### src/hw/rtl/ncoi_pkg.sv
package ncoi_pkg;

   // field widths of the table access request and its data
   localparam int OCT_W   = 4;
   localparam int VOICE_W = 3;
   localparam int VALUE_W = 16;

   // command codes
   localparam logic CMD_COMPUTE = 1'b0;
   localparam logic CMD_WRITE   = 1'b1;

   // table contents after reset: base plus octave times step
   localparam int BASE_OFFSET  = 6500;
   localparam int OCTAVE_SCALE = 65535 / 13;

   // note / 12 as (note * 171) >> 11, exact for 7-bit notes
   localparam int RECIP12       = 171;
   localparam int RECIP12_SHIFT = 11;

   // x / 3 as (x * 5462) >> 14, exact for 12-bit x
   localparam int RECIP3        = 5462;
   localparam int RECIP3_SHIFT  = 14;

   // sequencer states
   typedef enum logic [2:0] {
      ST_IDLE,
      ST_WRITE,
      ST_READ_A,
      ST_READ_B,
      ST_EXTRAP,
      ST_CLAMP,
      ST_INTERP
   } state_type;

   // table access request from the sequencer
   typedef struct packed {
      logic               wr;
      logic               rd;
      logic [OCT_W-1:0]   oct;
      logic [VOICE_W-1:0] voice;
   } tbl_cmd_type;

endpackage

### src/hw/rtl/note_to_cv_octave_interpolator.sv
// Note to control value converter with a per-voice octave table.
// Input: command word on the req_ ports, taken at a clock edge where start is
// high and busy is low. A write word loads one table entry; a compute word
// returns one control value on rsp_control_value, marked by rsp_strobe for
// exactly one cycle. The receiver cannot hold results off.
// Timing:
//   pitch compute: result strobed the cycle after accept, busy stays low,
//                  so one word per cycle
//   table compute: result strobed after states READ_A, READ_B, EXTRAP and INTERP
//                  (CLAMP too when the next octave lies above the table); busy meanwhile
//   table write:   busy in the WRITE state, no result
// Throughput of table computes is set by the single 32x16 multiplier, used
// once for extrapolation and once for interpolation, and the one table read
// port, read twice per word.
// Reset: sequencer goes idle, no strobe, all table entries return to
// 6500 + octave * 5041 at once.
module note_to_cv_octave_interpolator #(
   parameter int OCTAVE_SLOTS = 8,
   parameter int VOICE_SLOTS  = 8
) (
   input  logic        clock,
   input  logic        reset,
   input  logic        start,
   output logic        busy,
   input  logic        req_command,
   input  logic [2:0]  req_voice,
   input  logic [6:0]  req_note,
   input  logic [7:0]  req_fraction,
   input  logic        req_is_pitch,
   input  logic [2:0]  req_octave_slot,
   input  logic [15:0] req_entry_value,
   output logic        rsp_strobe,
   output logic [15:0] rsp_control_value
);

   ncoi_pkg::state_type   state_ff, state_in;
   ncoi_pkg::tbl_cmd_type tbl_cmd;
   logic [15:0]           tbl_rd_data;
   logic [15:0]           tbl_wr_data;

   logic [2:0]  voice_ff, voice_in;
   logic [3:0]  q_ff, q_in;
   logic [3:0]  r_ff, r_in;
   logic [7:0]  frac_ff, frac_in;
   logic [2:0]  slot_ff, slot_in;
   logic [15:0] value_ff, value_in;
   logic [15:0] semi_ff, semi_in;
   logic [15:0] a_ff, a_in;
   logic [31:0] acc_ff, acc_in;
   logic [31:0] d_ff, d_in;
   logic [15:0] lo_ff, lo_in;
   logic [15:0] hi_ff, hi_in;
   logic [15:0] res_ff, res_in;
   logic        strobe_ff, strobe_in;

   logic        accept;
   logic [2:0]  vmod;
   logic [14:0] q_prod;
   logic [6:0]  r_full;
   logic [4:0]  q_plus1;
   logic [4:0]  m_sum;
   logic        extrap;
   logic [3:0]  oct_a;
   logic [3:0]  oct_b;
   logic [11:0] x;
   logic [24:0] third_prod;
   logic [16:0] semi_sum;
   logic [31:0] mul_a;
   logic [15:0] mul_b;
   logic [47:0] mul_full;
   logic [31:0] mul_p;
   logic [31:0] lo_raw;
   logic [31:0] span;

   assign accept = start && (state_ff == ncoi_pkg::ST_IDLE);

   // voice folded onto the existing rows
   always_comb begin
      vmod = req_voice;
      for (int i = 0; i < (1 << ncoi_pkg::VOICE_W); i++) begin
         if (5'(vmod) >= 5'(VOICE_SLOTS)) begin
            vmod = vmod - 3'(VOICE_SLOTS);
         end
      end
   end

   // octave and semitone of the note
   assign q_prod = 15'(req_note) * 15'(ncoi_pkg::RECIP12);
   assign q_in   = q_prod[14:ncoi_pkg::RECIP12_SHIFT];
   assign r_full = req_note - 7'({q_in, 3'b000}) - 7'({q_in, 2'b00});
   assign r_in   = r_full[3:0];

   // octave position: (r*256 + frac) * 64 / 3 = 21x + x/3
   assign x          = {r_ff, frac_ff};
   assign third_prod = 25'(x) * 25'(ncoi_pkg::RECIP3);
   assign semi_sum   = 17'(x) * 17'd21 + 17'(third_prod[24:ncoi_pkg::RECIP3_SHIFT]);

   // octaves above the table use the top two entries
   assign q_plus1 = 5'(q_ff) + 5'd1;
   assign extrap  = (q_plus1 >= 5'(OCTAVE_SLOTS));
   assign m_sum   = 5'(q_ff) + 5'd2 - 5'(OCTAVE_SLOTS);
   assign oct_a   = extrap ? 4'(OCTAVE_SLOTS - 2) : q_ff;
   assign oct_b   = extrap ? 4'(OCTAVE_SLOTS - 1) : q_plus1[3:0];

   // shared multiplier, low 32 bits kept
   assign mul_full = {16'd0, mul_a} * {32'd0, mul_b};
   assign mul_p    = mul_full[31:0];

   assign lo_raw = acc_ff - d_ff;
   assign span   = {16'd0, hi_ff} - {16'd0, lo_ff};

   // state register
   always_ff @(posedge clock) begin
      if (reset) begin
         state_ff  <= ncoi_pkg::ST_IDLE;
         strobe_ff <= 1'b0;
      end else begin
         state_ff  <= state_in;
         strobe_ff <= strobe_in;
      end
   end

   // datapath registers
   always_ff @(posedge clock) begin
      voice_ff <= voice_in;
      frac_ff  <= frac_in;
      slot_ff  <= slot_in;
      value_ff <= value_in;
      semi_ff  <= semi_in;
      a_ff     <= a_in;
      acc_ff   <= acc_in;
      d_ff     <= d_in;
      lo_ff    <= lo_in;
      hi_ff    <= hi_in;
      res_ff   <= res_in;
      if (accept) begin
         q_ff <= q_in;
         r_ff <= r_in;
      end
   end

   // sequencer
   always_comb begin
      state_in    = state_ff;
      strobe_in   = 1'b0;
      voice_in    = voice_ff;
      frac_in     = frac_ff;
      slot_in     = slot_ff;
      value_in    = value_ff;
      semi_in     = semi_ff;
      a_in        = a_ff;
      acc_in      = acc_ff;
      d_in        = d_ff;
      lo_in       = lo_ff;
      hi_in       = hi_ff;
      res_in      = res_ff;
      tbl_cmd     = '0;
      tbl_wr_data = value_ff;
      mul_a       = span;
      mul_b       = semi_ff;
      case (state_ff)
         ncoi_pkg::ST_IDLE: begin
            if (accept) begin
               voice_in = vmod;
               frac_in  = req_fraction;
               slot_in  = req_octave_slot;
               value_in = req_entry_value;
               if (req_command == ncoi_pkg::CMD_WRITE) begin
                  state_in = ncoi_pkg::ST_WRITE;
               end else if (req_is_pitch) begin
                  res_in    = {1'b0, req_note, req_fraction};
                  strobe_in = 1'b1;
               end else begin
                  state_in = ncoi_pkg::ST_READ_A;
               end
            end
         end
         ncoi_pkg::ST_WRITE: begin
            tbl_cmd.wr    = (5'(slot_ff) < 5'(OCTAVE_SLOTS));
            tbl_cmd.oct   = 4'(slot_ff);
            tbl_cmd.voice = voice_ff;
            state_in      = ncoi_pkg::ST_IDLE;
         end
         ncoi_pkg::ST_READ_A: begin
            tbl_cmd.rd    = 1'b1;
            tbl_cmd.oct   = oct_a;
            tbl_cmd.voice = voice_ff;
            semi_in       = semi_sum[15:0];
            state_in      = ncoi_pkg::ST_READ_B;
         end
         ncoi_pkg::ST_READ_B: begin
            tbl_cmd.rd    = 1'b1;
            tbl_cmd.oct   = oct_b;
            tbl_cmd.voice = voice_ff;
            a_in          = tbl_rd_data;
            state_in      = ncoi_pkg::ST_EXTRAP;
         end
         ncoi_pkg::ST_EXTRAP: begin
            // upper entry: top + (top - sub) * steps above the table
            d_in   = {16'd0, tbl_rd_data} - {16'd0, a_ff};
            mul_a  = d_in;
            mul_b  = 16'(m_sum[3:0]);
            acc_in = mul_p + {16'd0, tbl_rd_data};
            if (extrap) begin
               state_in = ncoi_pkg::ST_CLAMP;
            end else begin
               lo_in    = a_ff;
               hi_in    = tbl_rd_data;
               state_in = ncoi_pkg::ST_INTERP;
            end
         end
         ncoi_pkg::ST_CLAMP: begin
            // lower entry is one step below the upper one
            lo_in    = (|lo_raw[31:16]) ? 16'hFFFF : lo_raw[15:0];
            hi_in    = (|acc_ff[31:16]) ? 16'hFFFF : acc_ff[15:0];
            state_in = ncoi_pkg::ST_INTERP;
         end
         ncoi_pkg::ST_INTERP: begin
            mul_a     = span;
            mul_b     = semi_ff;
            res_in    = lo_ff + mul_p[31:16];
            strobe_in = 1'b1;
            state_in  = ncoi_pkg::ST_IDLE;
         end
         default: begin
            state_in = ncoi_pkg::ST_IDLE;
         end
      endcase
   end

   ncoi_table #(
      .OCTAVE_SLOTS (OCTAVE_SLOTS),
      .VOICE_SLOTS  (VOICE_SLOTS)
   ) u_table (
      .clock   (clock),
      .reset   (reset),
      .cmd     (tbl_cmd),
      .wr_data (tbl_wr_data),
      .rd_data (tbl_rd_data)
   );

   assign busy              = (state_ff != ncoi_pkg::ST_IDLE);
   assign rsp_strobe        = strobe_ff;
   assign rsp_control_value = res_ff;

endmodule

### src/hw/rtl/ncoi_table.sv
module ncoi_table #(
   parameter int OCTAVE_SLOTS = 8,
   parameter int VOICE_SLOTS  = 8
) (
   input  logic                                 clock,
   input  logic                                 reset,
   input  ncoi_pkg::tbl_cmd_type                cmd,
   input  logic [ncoi_pkg::VALUE_W-1:0]         wr_data,
   output logic [ncoi_pkg::VALUE_W-1:0]         rd_data
);

   localparam int DEPTH  = OCTAVE_SLOTS * VOICE_SLOTS;
   localparam int ADDR_W = $clog2(DEPTH);
   localparam int SUM_W  = 9;

   logic [ncoi_pkg::VALUE_W-1:0] mem_ff [DEPTH];
   logic [DEPTH-1:0]             valid_ff;
   logic [ncoi_pkg::VALUE_W-1:0] rd_data_ff;
   logic [ncoi_pkg::OCT_W-1:0]   rd_oct_ff;
   logic                         rd_valid_ff;
   logic [SUM_W-1:0]             addr_sum;
   logic [ADDR_W-1:0]            addr;
   logic [16:0]                  reset_sum;

   // row-major address: octave row, voice column
   assign addr_sum = SUM_W'(cmd.oct) * SUM_W'(VOICE_SLOTS) + SUM_W'(cmd.voice);
   assign addr     = addr_sum[ADDR_W-1:0];

   // single port memory, registered read
   always_ff @(posedge clock) begin
      if (cmd.wr) begin
         mem_ff[addr] <= wr_data;
      end
      if (cmd.rd) begin
         rd_data_ff <= mem_ff[addr];
         rd_oct_ff  <= cmd.oct;
      end
   end

   // written flags, cleared at reset
   always_ff @(posedge clock) begin
      if (reset) begin
         valid_ff    <= '0;
         rd_valid_ff <= 1'b0;
      end else begin
         if (cmd.wr) begin
            valid_ff[addr] <= 1'b1;
         end
         if (cmd.rd) begin
            rd_valid_ff <= valid_ff[addr];
         end
      end
   end

   // unwritten entries read as their power-on value
   assign reset_sum = 17'(ncoi_pkg::BASE_OFFSET)
                    + 17'(rd_oct_ff) * 17'(ncoi_pkg::OCTAVE_SCALE);
   assign rd_data   = rd_valid_ff ? rd_data_ff : reset_sum[15:0];

endmodule

### config.mk
export PLATFORM = sky130hd
export DESIGN_NAME = note_to_cv_octave_interpolator
export DESIGN_NICKNAME = d
export VERILOG_FILES = /design/src/hw/rtl/ncoi_pkg.sv /design/src/hw/rtl/note_to_cv_octave_interpolator.sv /design/src/hw/rtl/ncoi_table.sv
export SDC_FILE = /design/constraint.sdc
export NUM_CORES = 2
export LEC_CHECK = 0
export ABC_AREA = 1
export BUFFER_PORTS_ARGS = -buffer_cell sky130_fd_sc_hd__buf_2
export CAP_MARGIN = 20
export CELL_PAD_IN_SITES_DETAIL_PLACEMENT = 0
export CELL_PAD_IN_SITES_GLOBAL_PLACEMENT = 1
export CORE_ASPECT_RATIO = 1.5
export CORE_MARGIN = 2
export CORE_UTILIZATION = 40
export CTS_BUF_LIST = sky130_fd_sc_hd__clkbuf_16
export DETAILED_ROUTE_END_ITERATION = 10
export GPL_ROUTABILITY_DRIVEN = 0
export PLACE_DENSITY_LB_ADDON = 0.3
export RECOVER_POWER = 50
export SLEW_MARGIN = 0
export SYNTH_ARGS = -nofsm -noshare
export SYNTH_HDL_FRONTEND = slang
export SYNTH_SLANG_ARGS = --single-unit
### constraint.sdc
create_clock -name clock -period 10.5 [get_ports clock]
set_input_delay 2.1 -clock clock [delete_from_list [all_inputs] [get_ports clock]]
set_output_delay 2.1 -clock clock [all_outputs]
set_load 0.02 [all_outputs]
==> flow_results.org <==
** Outcome
- The run finished, with violations left.
- The final reports fail on max-capacitance violations, max-slew violations.

** Synth
- Average cell area after synthesis :: approximately 11 um^2
- After synthesis the netlist holds a flip-flop and latch count of 1280.
- The top cell type by area accounts for 51.81% of the synthesized area.
- The cell count after synthesis came out at about 6600.
- Sequential-to-total area share from yosys stat :: roughly 54%
- When the netlist entered floorplanning its net count stood at 7284.
- Cell type with the largest total area after synthesis :: edfxtp_1
- The netlist uses between 50 and 60 different library cells.
- Sorting the synthesized cells by area gives the leading types as edfxtp_1 52%, fa_1 9.9%, nand2_1 8.1%.
- Cell area after synthesis :: about 70000 um^2
- Yosys warning count :: 0

** Clock tree
- For the worst-skew pair, the clock arrives at the later sink with an insertion delay of roughly 0.78 ns.
- H-tree level count :: 3
- TritonCTS built the clock tree.
- The tree is rooted in a clkbuf_16.
- In this run, CTS created clock tree buffers numbering roughly 120.
- For this design, the sink count on the clock tree is 1280.
- Maximum number of buffers from clock root to sink :: 3
- Worst-path clk slew :: 0.07 ns

** Drt
- For this block, the via count after detailed routing is slightly below 50000.
- Number of iterations in the first detailed-routing pass :: 5
- Detailed-route wire length per cell :: ~24 um
- In the routed layout, each cell is associated on average with a via count of approximately 5.3.
- Final WL :: roughly 220000 um
- After detailed routing, the number of remaining DRC violations is 0.
- Post-detailed-route count of antenna-violating nets :: 0
- The detailed router finished its first iteration with approximately 3700 violations.

** Worst setup path
- Setup crit start kind :: register
- STA puts the critical path data required time at 10.99 ns.
- Data arrives at the worst endpoint at 10.88 ns.
- For this run, the slowest stage of the critical path takes 0.59 ns.
- Critical path's slowest cell :: fa_2
- In this run the worst path has a maximum fanout of 4.
- Setup CP Type :: register to register
- STA classifies the critical path endpoint as a register.

** Floorplan
- Die outline height :: around 520 um
- After floorplanning, the core was sized to cover between 150000 and 200000 um^2.
- I/O pin count :: 60
- Cell Rows :: between 150 and 200
- Die Width :: 346.0 um
- The floorplan step defined a die boundary enclosing 178900 um^2.
- Once the floorplan was initialized, standard cells occupied between 40 and 50% of the core.

** Flow run
- Across the run, the number of max-cap violations was 17.

** Timing
- Setup violations remaining at the end of the flow were counted as 0.
- Slew margin rel. :: -134.9%
- For the finished layout, the period the worst path requires is around 10 ns.
- Unrepaired setup endpoints after global routing :: yes
- Total negative setup slack :: 0 ns
- Slew Limit Fails :: between 1000 and 1500
- Worst-margin pin slew :: 3.524 ns
- Across the routed clock network, the largest skew measured is 0.04277 ns.
- The count of endpoints failing hold in the final timing report came to 0.
- For this run, the top clock speed supported by timing is about 0.096 GHz.
- Of the available clock period, the critical path in the final layout requires between 90% and 100%.
- The worst path meets setup with approximately 0.12 ns of slack.

** Global route
- Overall global routing resource usage :: 24.60%
- Vias in the first global route :: 50555
- The first global-routing pass estimated around 320000 um of wire.
- Antenna violations before repair :: 1
- For this run the aggregate overflow at the end of global routing stands at 0.
- Entering global routing, the biggest net connects 110 pins.

** Cells and area
- The library cell used most frequently in the layout, excluding fill and tap cells, is nand2_1.
- After the flow finishes, the layout carries non-filler instances totaling 9406.
- Post-layout net count :: around 7700
- Of the cells placed in the final design, the portion with a size suffix greater than 1 is between 10% and 20%.
- Most used cells in the layout excluding fill and tap cells :: 1421 x nand2_1, 1211 x edfxtp_1, 974 x inv_1
- From synthesis to final layout, the design area changed by 16.50%.

** Placed design
- The count of buffers added on input and output ports is 59.
- The number of placed instances, taps included, is 9122.
- Once detailed placement completed, the half-perimeter wirelength came to 157800 um.
- Setup slack after placement :: -0.4916 ns

** Min path
- Class of the most critical hold timing path :: register to register
## final cells by class
cell class	count	area, um^2
antenna	4	10.01
clock buffer	122	3053
clock inverter	105	900.9
fill	16145	92760
inverter	1011	3822
multi-input combinational	4092	29610
sequential	1280	37750
tap	2280	2853
timing repair buffer	512	3781
## critical path, delay by kind of cell, from the launching register on
family                     cells  cell delay [ns]
AOI/OAI and AO/OA              8             1.05
DFF                            1             0.41
adders and majority gates     13             5.14
xor gates and xnor gates       3             0.59
buffers and inverters         10             0.94
and+or+nand+nor               21             1.95
## stage by stage
step                      instance area, um^2  utilization (%)  hold slack, ns
after detailed placement                75790            43.42          0.4389
final                                   81780            46.86          0.4506
after CTS                               80090            45.89          0.4491
after global placement                  75700            43.37          0.4348
after floorplan                         70190                -          0.4268
after global routing                    81770            46.85          0.4628
## worst paths after layout
kind | cells after the start | startpoint | slack (ns) | end
min | 2 | u_table.valid_ff[38] | 0.45 | u_table.valid_ff[38]
max | 55 | u_table.rd_oct_ff[2] | 0.12 | rsp_control_value[15]
min reg2reg | 2 | u_table.valid_ff[38] | 0.45 | u_table.valid_ff[38]
max reg2reg | 55 | u_table.rd_oct_ff[2] | 0.12 | rsp_control_value[15]
## cells by family after synthesis
kind of cell	synth area share, %
simple gates	14.28
fa+ha+maj	15.89
xor+xnor	1.610
compound gates	7.887
flops	53.77
buf+inv	6.565
## flip-flops by register name, summed over array words and instances, names as in the netlist, 8 cells and up
name	count
semi_ff	16
acc_ff	32
tbl_wr_data	16
hi_ff	16
u_table.rd_data_ff	16
frac_ff	8
u_table.mem_ff	1024
rsp_control_value	16
d_ff	17
lo_ff	16
u_table.valid_ff	64
a_ff	16
## layer usage
| metal | vias up | global-route usage, % | wire length (um) |
|---|---|---|---|
| met5 | - | 0 | 0 |
| met4 | 0 | 15.76 | 16880 |
| met3 | 499 | 2.241 | 9690 |
| met2 | 1448 | 45.62 | 114800 |
| met1 | 24671 | 26.92 | 80950 |
| li1 | 23024 | - | - |
## synthesized netlist by cell type (all sizes together)
cell type,instances
nor4,6
o21bai,19
ha,336
clkinv,10
o22ai,9
and2,11
xor2,84
a31oi,5
nor2,512
a221oi,71
a21oi,198
a22o,70
dfxtp,69
o211ai,12
nand3,252
a211oi,7
or2,12
o22a,4
nand4,89
fa,347
buf,92
o21a,30
inv,1001
edfxtp,1211
a311oi,1
and3,1
a21o,6
o2111ai,20
nand3b,7
clkbuf,84
xnor2,45
nor3,32
a21boi,6
o21ai,193
nand2,1519
o31ai,13
a22oi,172
o221ai,3
## timing repair
action | in CTS | in global routing
hold buffers | 0 | 0
setup endpoints to repair | 26 | 33
buffers inserted | 14 | 37
cloned | 0 | 0
gates resized for setup | 66 | 341
pin swaps | 19 | 127
Power is not shown: default switching activity piles up to over one toggle a cycle in this logic, so the estimate is an artifact.
